File: src/hw/rtl/gram_matrix_row_update_unit_macros.svh
// Assertion helpers for the Gram matrix row update unit.
// Both expect a clock named clk and an active-low reset named arst_n in scope.
`ifndef GRAM_MATRIX_ROW_UPDATE_UNIT_MACROS_SVH
`define GRAM_MATRIX_ROW_UPDATE_UNIT_MACROS_SVH

// The consequent must hold in the same cycle as the antecedent.
`define GMRU_ASSERT_SAME(label, ante, cons, msg) \
	label: assert property (@(posedge clk) disable iff (!arst_n) (ante) |-> (cons)) \
		else $error(msg);

// The consequent must hold in the cycle after the antecedent.
`define GMRU_ASSERT_NEXT(label, ante, cons, msg) \
	label: assert property (@(posedge clk) disable iff (!arst_n) (ante) |=> (cons)) \
		else $error(msg);

`endif

File: src/hw/rtl/gmru_pkg.sv
`default_nettype none

package gmru_pkg;

	localparam int MAX_DIM_DEF = 64;

	localparam int ACTION_W = 3;
	localparam int ROW_W    = 6;
	localparam int MULT_W   = 32;
	localparam int EXP_W    = 6;
	localparam int VAL_W    = 64;
	localparam int CFG_W    = 7;
	localparam int STATUS_W = 2;
	localparam int SHAMT_W  = 7;

	localparam int IN_DATA_W  = 120;
	localparam int OUT_DATA_W = 72;

	localparam logic [STATUS_W-1:0] STATUS_OK        = 2'd0;
	localparam logic [STATUS_W-1:0] STATUS_SWAP_ORDER = 2'd1;
	localparam logic [STATUS_W-1:0] STATUS_RANGE     = 2'd2;

	typedef enum logic [ACTION_W-1:0] {
		ACT_WRITE = 3'd0,
		ACT_READ  = 3'd1,
		ACT_ADD   = 3'd2,
		ACT_SUB   = 3'd3,
		ACT_SCALE = 3'd4,
		ACT_SWAP  = 3'd5
	} act_t;

	typedef enum logic [2:0] {
		AS_IJ,
		AS_JJ,
		AS_II,
		AS_JK,
		AS_IK
	} addr_sel_t;

	typedef enum logic [2:0] {
		WD_VAL,
		WD_ACC,
		WD_RDA,
		WD_RDB,
		WD_UPD
	} wd_sel_t;

	typedef enum logic [2:0] {
		OP_NONE,
		OP_CAPT,
		OP_LDACC,
		OP_MUL1,
		OP_MUL2,
		OP_SHL,
		OP_COMB,
		OP_ACC
	} alu_op_t;

	typedef enum logic [1:0] {
		MS_GIJ,
		MS_GJJ,
		MS_T,
		MS_RDA
	} mop_sel_t;

	typedef enum logic [1:0] {
		SS_GIJ_1,
		SS_T_E1,
		SS_T_2E,
		SS_T_E
	} sh_sel_t;

	typedef enum logic [4:0] {
		ST_IDLE,
		ST_DECODE,
		ST_D_RD2,
		ST_D_RD3,
		ST_A_SH,
		ST_A_CMB,
		ST_A_ACC,
		ST_M1A,
		ST_M2A,
		ST_SHA,
		ST_ACCA,
		ST_M1B,
		ST_M2B,
		ST_M1C,
		ST_M2C,
		ST_SHC,
		ST_ACCC,
		ST_D_WR,
		ST_L_RD,
		ST_L_M1,
		ST_L_M2,
		ST_L_SH,
		ST_L_WR,
		ST_S_RD,
		ST_S_W1,
		ST_S_W2,
		ST_S_DRD,
		ST_S_DW1,
		ST_S_DW2,
		ST_FINISH
	} state_t;

	typedef struct packed {
		logic      load;
		logic      rd_en;
		addr_sel_t ra_sel;
		addr_sel_t rb_sel;
		logic      wr_en;
		addr_sel_t wa_sel;
		wd_sel_t   wd_sel;
		alu_op_t   op;
		mop_sel_t  msel;
		sh_sel_t   ssel;
		logic      k_clr;
		logic      k_inc;
		logic      res_ld;
	} cmd_t;

	typedef struct packed {
		logic [ACTION_W-1:0] act;
		logic                idx_bad;
		logic                swap_bad;
		logic                same_ij;
		logic                k_done;
		logic                k_is_i;
		logic                k_is_j;
		logic                out_busy;
	} sts_t;

endpackage

`default_nettype wire

File: src/hw/rtl/gmru_ctrl.sv
`default_nettype none

module gmru_ctrl (
	input  wire logic           clk,
	input  wire logic           arst_n,
	input  wire logic           in_valid,
	output logic                in_ready,
	input  wire gmru_pkg::sts_t sts,
	output gmru_pkg::cmd_t      cmd
);

	gmru_pkg::state_t state_q;
	gmru_pkg::state_t state_d;
	logic             act_known;
	logic             is_scale;

	assign act_known = (sts.act <= gmru_pkg::ACT_SWAP);
	assign is_scale  = (sts.act == gmru_pkg::ACT_SCALE);

	always_ff @(posedge clk or negedge arst_n) begin
		if (!arst_n) begin
			state_q <= gmru_pkg::ST_IDLE;
		end else begin
			state_q <= state_d;
		end
	end

	always_comb begin
		state_d = state_q;
		case (state_q)
			gmru_pkg::ST_IDLE: begin
				if (in_valid) begin
					state_d = gmru_pkg::ST_DECODE;
				end
			end
			gmru_pkg::ST_DECODE: begin
				state_d = gmru_pkg::ST_FINISH;
				if (act_known && !sts.idx_bad) begin
					case (sts.act)
						gmru_pkg::ACT_ADD, gmru_pkg::ACT_SUB, gmru_pkg::ACT_SCALE: begin
							state_d = gmru_pkg::ST_D_RD2;
						end
						gmru_pkg::ACT_SWAP: begin
							if (!sts.swap_bad && !sts.same_ij) begin
								state_d = gmru_pkg::ST_S_RD;
							end
						end
						default: state_d = gmru_pkg::ST_FINISH;
					endcase
				end
			end
			gmru_pkg::ST_D_RD2: state_d = gmru_pkg::ST_D_RD3;
			gmru_pkg::ST_D_RD3: state_d = is_scale ? gmru_pkg::ST_M1A : gmru_pkg::ST_A_SH;
			gmru_pkg::ST_A_SH:  state_d = gmru_pkg::ST_A_CMB;
			gmru_pkg::ST_A_CMB: state_d = gmru_pkg::ST_A_ACC;
			gmru_pkg::ST_A_ACC: state_d = gmru_pkg::ST_D_WR;
			gmru_pkg::ST_M1A:   state_d = gmru_pkg::ST_M2A;
			gmru_pkg::ST_M2A:   state_d = gmru_pkg::ST_SHA;
			gmru_pkg::ST_SHA:   state_d = gmru_pkg::ST_ACCA;
			gmru_pkg::ST_ACCA:  state_d = gmru_pkg::ST_M1B;
			gmru_pkg::ST_M1B:   state_d = gmru_pkg::ST_M2B;
			gmru_pkg::ST_M2B:   state_d = gmru_pkg::ST_M1C;
			gmru_pkg::ST_M1C:   state_d = gmru_pkg::ST_M2C;
			gmru_pkg::ST_M2C:   state_d = gmru_pkg::ST_SHC;
			gmru_pkg::ST_SHC:   state_d = gmru_pkg::ST_ACCC;
			gmru_pkg::ST_ACCC:  state_d = gmru_pkg::ST_D_WR;
			gmru_pkg::ST_D_WR:  state_d = gmru_pkg::ST_L_RD;
			gmru_pkg::ST_L_RD: begin
				if (sts.k_done) begin
					state_d = gmru_pkg::ST_FINISH;
				end else if (!sts.k_is_i) begin
					state_d = is_scale ? gmru_pkg::ST_L_M1 : gmru_pkg::ST_L_WR;
				end
			end
			gmru_pkg::ST_L_M1: state_d = gmru_pkg::ST_L_M2;
			gmru_pkg::ST_L_M2: state_d = gmru_pkg::ST_L_SH;
			gmru_pkg::ST_L_SH: state_d = gmru_pkg::ST_L_WR;
			gmru_pkg::ST_L_WR: state_d = gmru_pkg::ST_L_RD;
			gmru_pkg::ST_S_RD: begin
				if (sts.k_done) begin
					state_d = gmru_pkg::ST_S_DRD;
				end else if (!sts.k_is_i && !sts.k_is_j) begin
					state_d = gmru_pkg::ST_S_W1;
				end
			end
			gmru_pkg::ST_S_W1:  state_d = gmru_pkg::ST_S_W2;
			gmru_pkg::ST_S_W2:  state_d = gmru_pkg::ST_S_RD;
			gmru_pkg::ST_S_DRD: state_d = gmru_pkg::ST_S_DW1;
			gmru_pkg::ST_S_DW1: state_d = gmru_pkg::ST_S_DW2;
			gmru_pkg::ST_S_DW2: state_d = gmru_pkg::ST_FINISH;
			gmru_pkg::ST_FINISH: begin
				if (!sts.out_busy) begin
					state_d = gmru_pkg::ST_IDLE;
				end
			end
			default: state_d = gmru_pkg::ST_IDLE;
		endcase
	end

	always_comb begin
		in_ready   = 1'b0;
		cmd.load   = 1'b0;
		cmd.rd_en  = 1'b0;
		cmd.ra_sel = gmru_pkg::AS_IJ;
		cmd.rb_sel = gmru_pkg::AS_JJ;
		cmd.wr_en  = 1'b0;
		cmd.wa_sel = gmru_pkg::AS_IJ;
		cmd.wd_sel = gmru_pkg::WD_VAL;
		cmd.op     = gmru_pkg::OP_NONE;
		cmd.msel   = gmru_pkg::MS_GIJ;
		cmd.ssel   = gmru_pkg::SS_GIJ_1;
		cmd.k_clr  = 1'b0;
		cmd.k_inc  = 1'b0;
		cmd.res_ld = 1'b0;
		case (state_q)
			gmru_pkg::ST_IDLE: begin
				in_ready = 1'b1;
				cmd.load = in_valid;
			end
			gmru_pkg::ST_DECODE: begin
				if (act_known && !sts.idx_bad) begin
					case (sts.act)
						gmru_pkg::ACT_WRITE: begin
							cmd.wr_en  = 1'b1;
							cmd.wa_sel = gmru_pkg::AS_IJ;
							cmd.wd_sel = gmru_pkg::WD_VAL;
						end
						gmru_pkg::ACT_READ: begin
							cmd.rd_en  = 1'b1;
							cmd.ra_sel = gmru_pkg::AS_IJ;
						end
						gmru_pkg::ACT_SWAP: begin
							cmd.k_clr = 1'b1;
						end
						default: begin
							cmd.rd_en  = 1'b1;
							cmd.ra_sel = gmru_pkg::AS_IJ;
							cmd.rb_sel = gmru_pkg::AS_JJ;
						end
					endcase
				end
			end
			gmru_pkg::ST_D_RD2: begin
				cmd.op     = gmru_pkg::OP_CAPT;
				cmd.rd_en  = 1'b1;
				cmd.ra_sel = gmru_pkg::AS_II;
			end
			gmru_pkg::ST_D_RD3: cmd.op = gmru_pkg::OP_LDACC;
			gmru_pkg::ST_A_SH: begin
				cmd.op   = gmru_pkg::OP_SHL;
				cmd.ssel = gmru_pkg::SS_GIJ_1;
			end
			gmru_pkg::ST_A_CMB: cmd.op = gmru_pkg::OP_COMB;
			gmru_pkg::ST_A_ACC, gmru_pkg::ST_ACCA, gmru_pkg::ST_ACCC: begin
				cmd.op = gmru_pkg::OP_ACC;
			end
			gmru_pkg::ST_M1A: begin
				cmd.op   = gmru_pkg::OP_MUL1;
				cmd.msel = gmru_pkg::MS_GIJ;
			end
			gmru_pkg::ST_M2A: begin
				cmd.op   = gmru_pkg::OP_MUL2;
				cmd.msel = gmru_pkg::MS_GIJ;
			end
			gmru_pkg::ST_SHA: begin
				cmd.op   = gmru_pkg::OP_SHL;
				cmd.ssel = gmru_pkg::SS_T_E1;
			end
			gmru_pkg::ST_M1B: begin
				cmd.op   = gmru_pkg::OP_MUL1;
				cmd.msel = gmru_pkg::MS_GJJ;
			end
			gmru_pkg::ST_M2B: begin
				cmd.op   = gmru_pkg::OP_MUL2;
				cmd.msel = gmru_pkg::MS_GJJ;
			end
			gmru_pkg::ST_M1C: begin
				cmd.op   = gmru_pkg::OP_MUL1;
				cmd.msel = gmru_pkg::MS_T;
			end
			gmru_pkg::ST_M2C: begin
				cmd.op   = gmru_pkg::OP_MUL2;
				cmd.msel = gmru_pkg::MS_T;
			end
			gmru_pkg::ST_SHC: begin
				cmd.op   = gmru_pkg::OP_SHL;
				cmd.ssel = gmru_pkg::SS_T_2E;
			end
			gmru_pkg::ST_D_WR: begin
				cmd.wr_en  = 1'b1;
				cmd.wa_sel = gmru_pkg::AS_II;
				cmd.wd_sel = gmru_pkg::WD_ACC;
				cmd.k_clr  = 1'b1;
			end
			gmru_pkg::ST_L_RD: begin
				if (!sts.k_done) begin
					if (sts.k_is_i) begin
						cmd.k_inc = 1'b1;
					end else begin
						cmd.rd_en  = 1'b1;
						cmd.ra_sel = gmru_pkg::AS_JK;
						cmd.rb_sel = gmru_pkg::AS_IK;
					end
				end
			end
			gmru_pkg::ST_L_M1: begin
				cmd.op   = gmru_pkg::OP_MUL1;
				cmd.msel = gmru_pkg::MS_RDA;
			end
			gmru_pkg::ST_L_M2: begin
				cmd.op   = gmru_pkg::OP_MUL2;
				cmd.msel = gmru_pkg::MS_RDA;
			end
			gmru_pkg::ST_L_SH: begin
				cmd.op   = gmru_pkg::OP_SHL;
				cmd.ssel = gmru_pkg::SS_T_E;
			end
			gmru_pkg::ST_L_WR: begin
				cmd.wr_en  = 1'b1;
				cmd.wa_sel = gmru_pkg::AS_IK;
				cmd.wd_sel = gmru_pkg::WD_UPD;
				cmd.k_inc  = 1'b1;
			end
			gmru_pkg::ST_S_RD: begin
				if (!sts.k_done) begin
					if (sts.k_is_i || sts.k_is_j) begin
						cmd.k_inc = 1'b1;
					end else begin
						cmd.rd_en  = 1'b1;
						cmd.ra_sel = gmru_pkg::AS_IK;
						cmd.rb_sel = gmru_pkg::AS_JK;
					end
				end
			end
			gmru_pkg::ST_S_W1: begin
				cmd.wr_en  = 1'b1;
				cmd.wa_sel = gmru_pkg::AS_IK;
				cmd.wd_sel = gmru_pkg::WD_RDB;
			end
			gmru_pkg::ST_S_W2: begin
				cmd.wr_en  = 1'b1;
				cmd.wa_sel = gmru_pkg::AS_JK;
				cmd.wd_sel = gmru_pkg::WD_RDA;
				cmd.k_inc  = 1'b1;
			end
			gmru_pkg::ST_S_DRD: begin
				cmd.rd_en  = 1'b1;
				cmd.ra_sel = gmru_pkg::AS_II;
				cmd.rb_sel = gmru_pkg::AS_JJ;
			end
			gmru_pkg::ST_S_DW1: begin
				cmd.wr_en  = 1'b1;
				cmd.wa_sel = gmru_pkg::AS_II;
				cmd.wd_sel = gmru_pkg::WD_RDB;
			end
			gmru_pkg::ST_S_DW2: begin
				cmd.wr_en  = 1'b1;
				cmd.wa_sel = gmru_pkg::AS_JJ;
				cmd.wd_sel = gmru_pkg::WD_RDA;
			end
			gmru_pkg::ST_FINISH: cmd.res_ld = !sts.out_busy;
			default: cmd.op = gmru_pkg::OP_NONE;
		endcase
	end

endmodule

`default_nettype wire

File: config.mk
export PLATFORM = sky130hd
export DESIGN_NAME = gmru_ctrl
export DESIGN_NICKNAME = d
export VERILOG_FILES = /design/src/hw/rtl/gram_matrix_row_update_unit_macros.svh /design/src/hw/rtl/gmru_pkg.sv /design/src/hw/rtl/gmru_ctrl.sv
export SDC_FILE = /design/constraint.sdc
export NUM_CORES = 1
export LEC_CHECK = 0
export BUFFER_PORTS_ARGS = -buffer_cell sky130_fd_sc_hd__buf_2
export CAP_MARGIN = 20
export CORE_ASPECT_RATIO = 1.4
export CORE_MARGIN = 2
export CORE_UTILIZATION = 40
export DETAILED_ROUTE_END_ITERATION = 10
export GPL_ROUTABILITY_DRIVEN = 0
export HOLD_SLACK_MARGIN = 0.15
export PLACE_DENSITY = 0.78
export SLEW_MARGIN = 20
export SYNTH_ARGS = -nofsm -noshare
export SYNTH_HDL_FRONTEND = slang
export SYNTH_SLANG_ARGS = --single-unit
File: constraint.sdc
create_clock -name clk -period 3.7 [get_ports clk]
set_input_delay 0.185 -clock clk [delete_from_list [all_inputs] [get_ports clk]]
set_output_delay 0.185 -clock clk [all_outputs]
set_load 0.1 [all_outputs]
==> impl_metrics.toml <==
[critical_path]
crit_path_start_kind = "flop"
crit_path_cell_trace = "clkinv_1, nand2_1, and2_1, a21oi_1, nor3_1, buf_2"
end_kind = "output port"
critPathMaxFanout = 25
path_class = "flop to output port"
cp_data_arrival_time_ps = 2700
crit_required_ps = 3510
critPathMaxStageDelay_ps = 820
slowest_stage = "dfrtp_1"

[clocking]
ctsResizeCount = 0
clk_pin_slew_ps = 40
htree_levels = 1
cts_num_sinks = 5
ctsHoldBuffers = 1
cts_buffer_depth = 2
cts_made_buffers = 3
cts_tree = "yes"
clock_latency_ps = 250
cts_setup_buffers = 0
root_buffer = "clkbuf_4"

[finish]
layout_commonest_cell = "buf_2"
drive_gt1_share_pct = 25.0
largest_reg_flops = 5
top_register = "state_q"
final_cell_mix = "buf_2 (38), nor2_1 (21), nand2_1 (19)"
largestRegisters = "state_q (5)"
n_antenna_cell = 0
area_delta_synth_final_pct = 22.1
nets = 214

[sta]
fmax_mhz = 347
hold_violations = 0
setup_tns_ps = 0
rsz0062_at_grt = "false"
slew_headroom_pct = 49.7
worst_pin_slew_ps = 754
setup_ws_ps = 818
slew_violations = 0
setup_viol = 0
fin_crit_sh_pct = 77.9
fin_crit_ps = 2880
skew_ps = 0.647

[global_routing]
grt_pass1_vias = 1193
grt_usage_pct = 23.1
grt_max_degree = 27
antenna_found_initial = 0
grt_overflow = 0
grt_pass1_wl_um = 5260

[drt]
detail_route.wl_per_cell_um = 14.0
drc = 0
ant_nets = 0
routed_wl_um = 3280
via_per_inst = 6.14
drtPass1Iterations = 5
initialDrtViolationCount = 125
num_vias = 1437

[run_status]
outcome = "complete, no violations"

[floorplanning]
rows = 21
fp.dieW_um = 47.1
initial_core_util_pct = 42.5
dieArea_mm2 = 0.00303
floorplan.die.height_um = 64.3
boundaryPins = 39
coreArea_mm2 = 0.00244

[synth]
synth_cell_types = 49
async_flop_share_pct = 100
synth_edf_count = 0
ys_ff_latch = 5
yosysSeqAreaShare_pct = 12.0
avgSynthCellArea_um2 = 6.19
yosys_warnings = 0
syn_inst = 168
synthFlopType = "dfrtp_1"
synth_nets = 181
netlist_area_mm2 = 0.00104

[placed_design]
port_buffers = 38
place_hpwl_um = 2440
pre_cts_ws_ps = 1140

[job]
cap_violations = 0

[worst_hold_path]
hold_class = "input pin to flop"
## cell families after synthesis
family                 Yosys count  synth area share (%)
flip-flops                       5                  12.0
XOR/XNOR                         2                  1.69
AND/OR/NAND/NOR                 77                  37.7
AO/OA/AOI/OAI                   64                  40.3
buffers and inverters           20                  8.30
## path summary, 6_finish.rpt
| path | start | to | slack [ps] | cells after the start |
|---|---|---|---|---|
| max | state_q[0] | cmd[10] | 820 | 6 |
| min | sts[0] | state_q[3] | 250 | 3 |
| max reg2reg | state_q[2] | state_q[1] | 1360 | 5 |
| min reg2reg | state_q[4] | state_q[2] | 920 | 3 |
| max in group asynchronous | arst_n | state_q[2] | 3310 | 2 |
| min in group asynchronous | arst_n | state_q[4] | 260 | 2 |
## Yosys cell counts, drive strengths merged (2+ instances only)
master	n	area share [%]
nor2	21	7.6
nand2	19	6.9
o21ai	17	8.2
a21oi	16	7.7
nor3	9	4.3
buf	6	3.2
clkbuf	6	2.2
a31oi	5	3.0
dfrtp	5	12
nor2b	5	3.0
clkinv	4	1.4
inv	4	1.4
nand2b	4	2.4
a221oi	3	2.5
and2	3	1.8
o22ai	3	1.8
or3	3	2.3
a211oi	2	1.4
a22oi	2	1.4
and3	2	1.2
o2bb2ai	2	1.7
o31a	2	1.7
or2	2	1.2
or3b	2	1.9
## routing by layer
metal	part of all wire, %	up-vias	global-route usage [%]
li1	-	686	-
met1	38	632	29.9
met2	47	101	33.6
met3	9.0	18	2.54
met4	5.9	0	17.0
met5	0	-	0
## stage by stage
step                instance area [µm²]  hold slack [ps]  util (%)  instances
finish                             1270              246      52.0        234
detailed placement                 1230            0.753      50.5        229
floorplan                          1050             -111         -        168
global placement                   1230             1.48      50.5        229
global route                       1270              267      52.0        234
CTS                                1270              247      52.0        234
## critical path, delay by kind of cell (launching register included)
kind | cells | cell delay, ps
AND/OR/NAND/NOR | 3 | 630
flip-flops | 1 | 820
buffers and inverters | 2 | 910
AO/OA/AOI/OAI | 1 | 80
## cell type report
| class | count | area, µm² |
|---|---|---|
| timing repair buffer | 40 | 208 |
| tap | 34 | 42.5 |
| multi-input combinational | 143 | 838 |
| clock buffer | 4 | 26.3 |
| sequential | 5 | 125 |
| inverter | 8 | 30.0 |
| fill | 258 | 1170 |
Power is left out: the tool's default activity adds up to more than one toggle a clock period on the data nets, which glitch-free logic cannot reach.
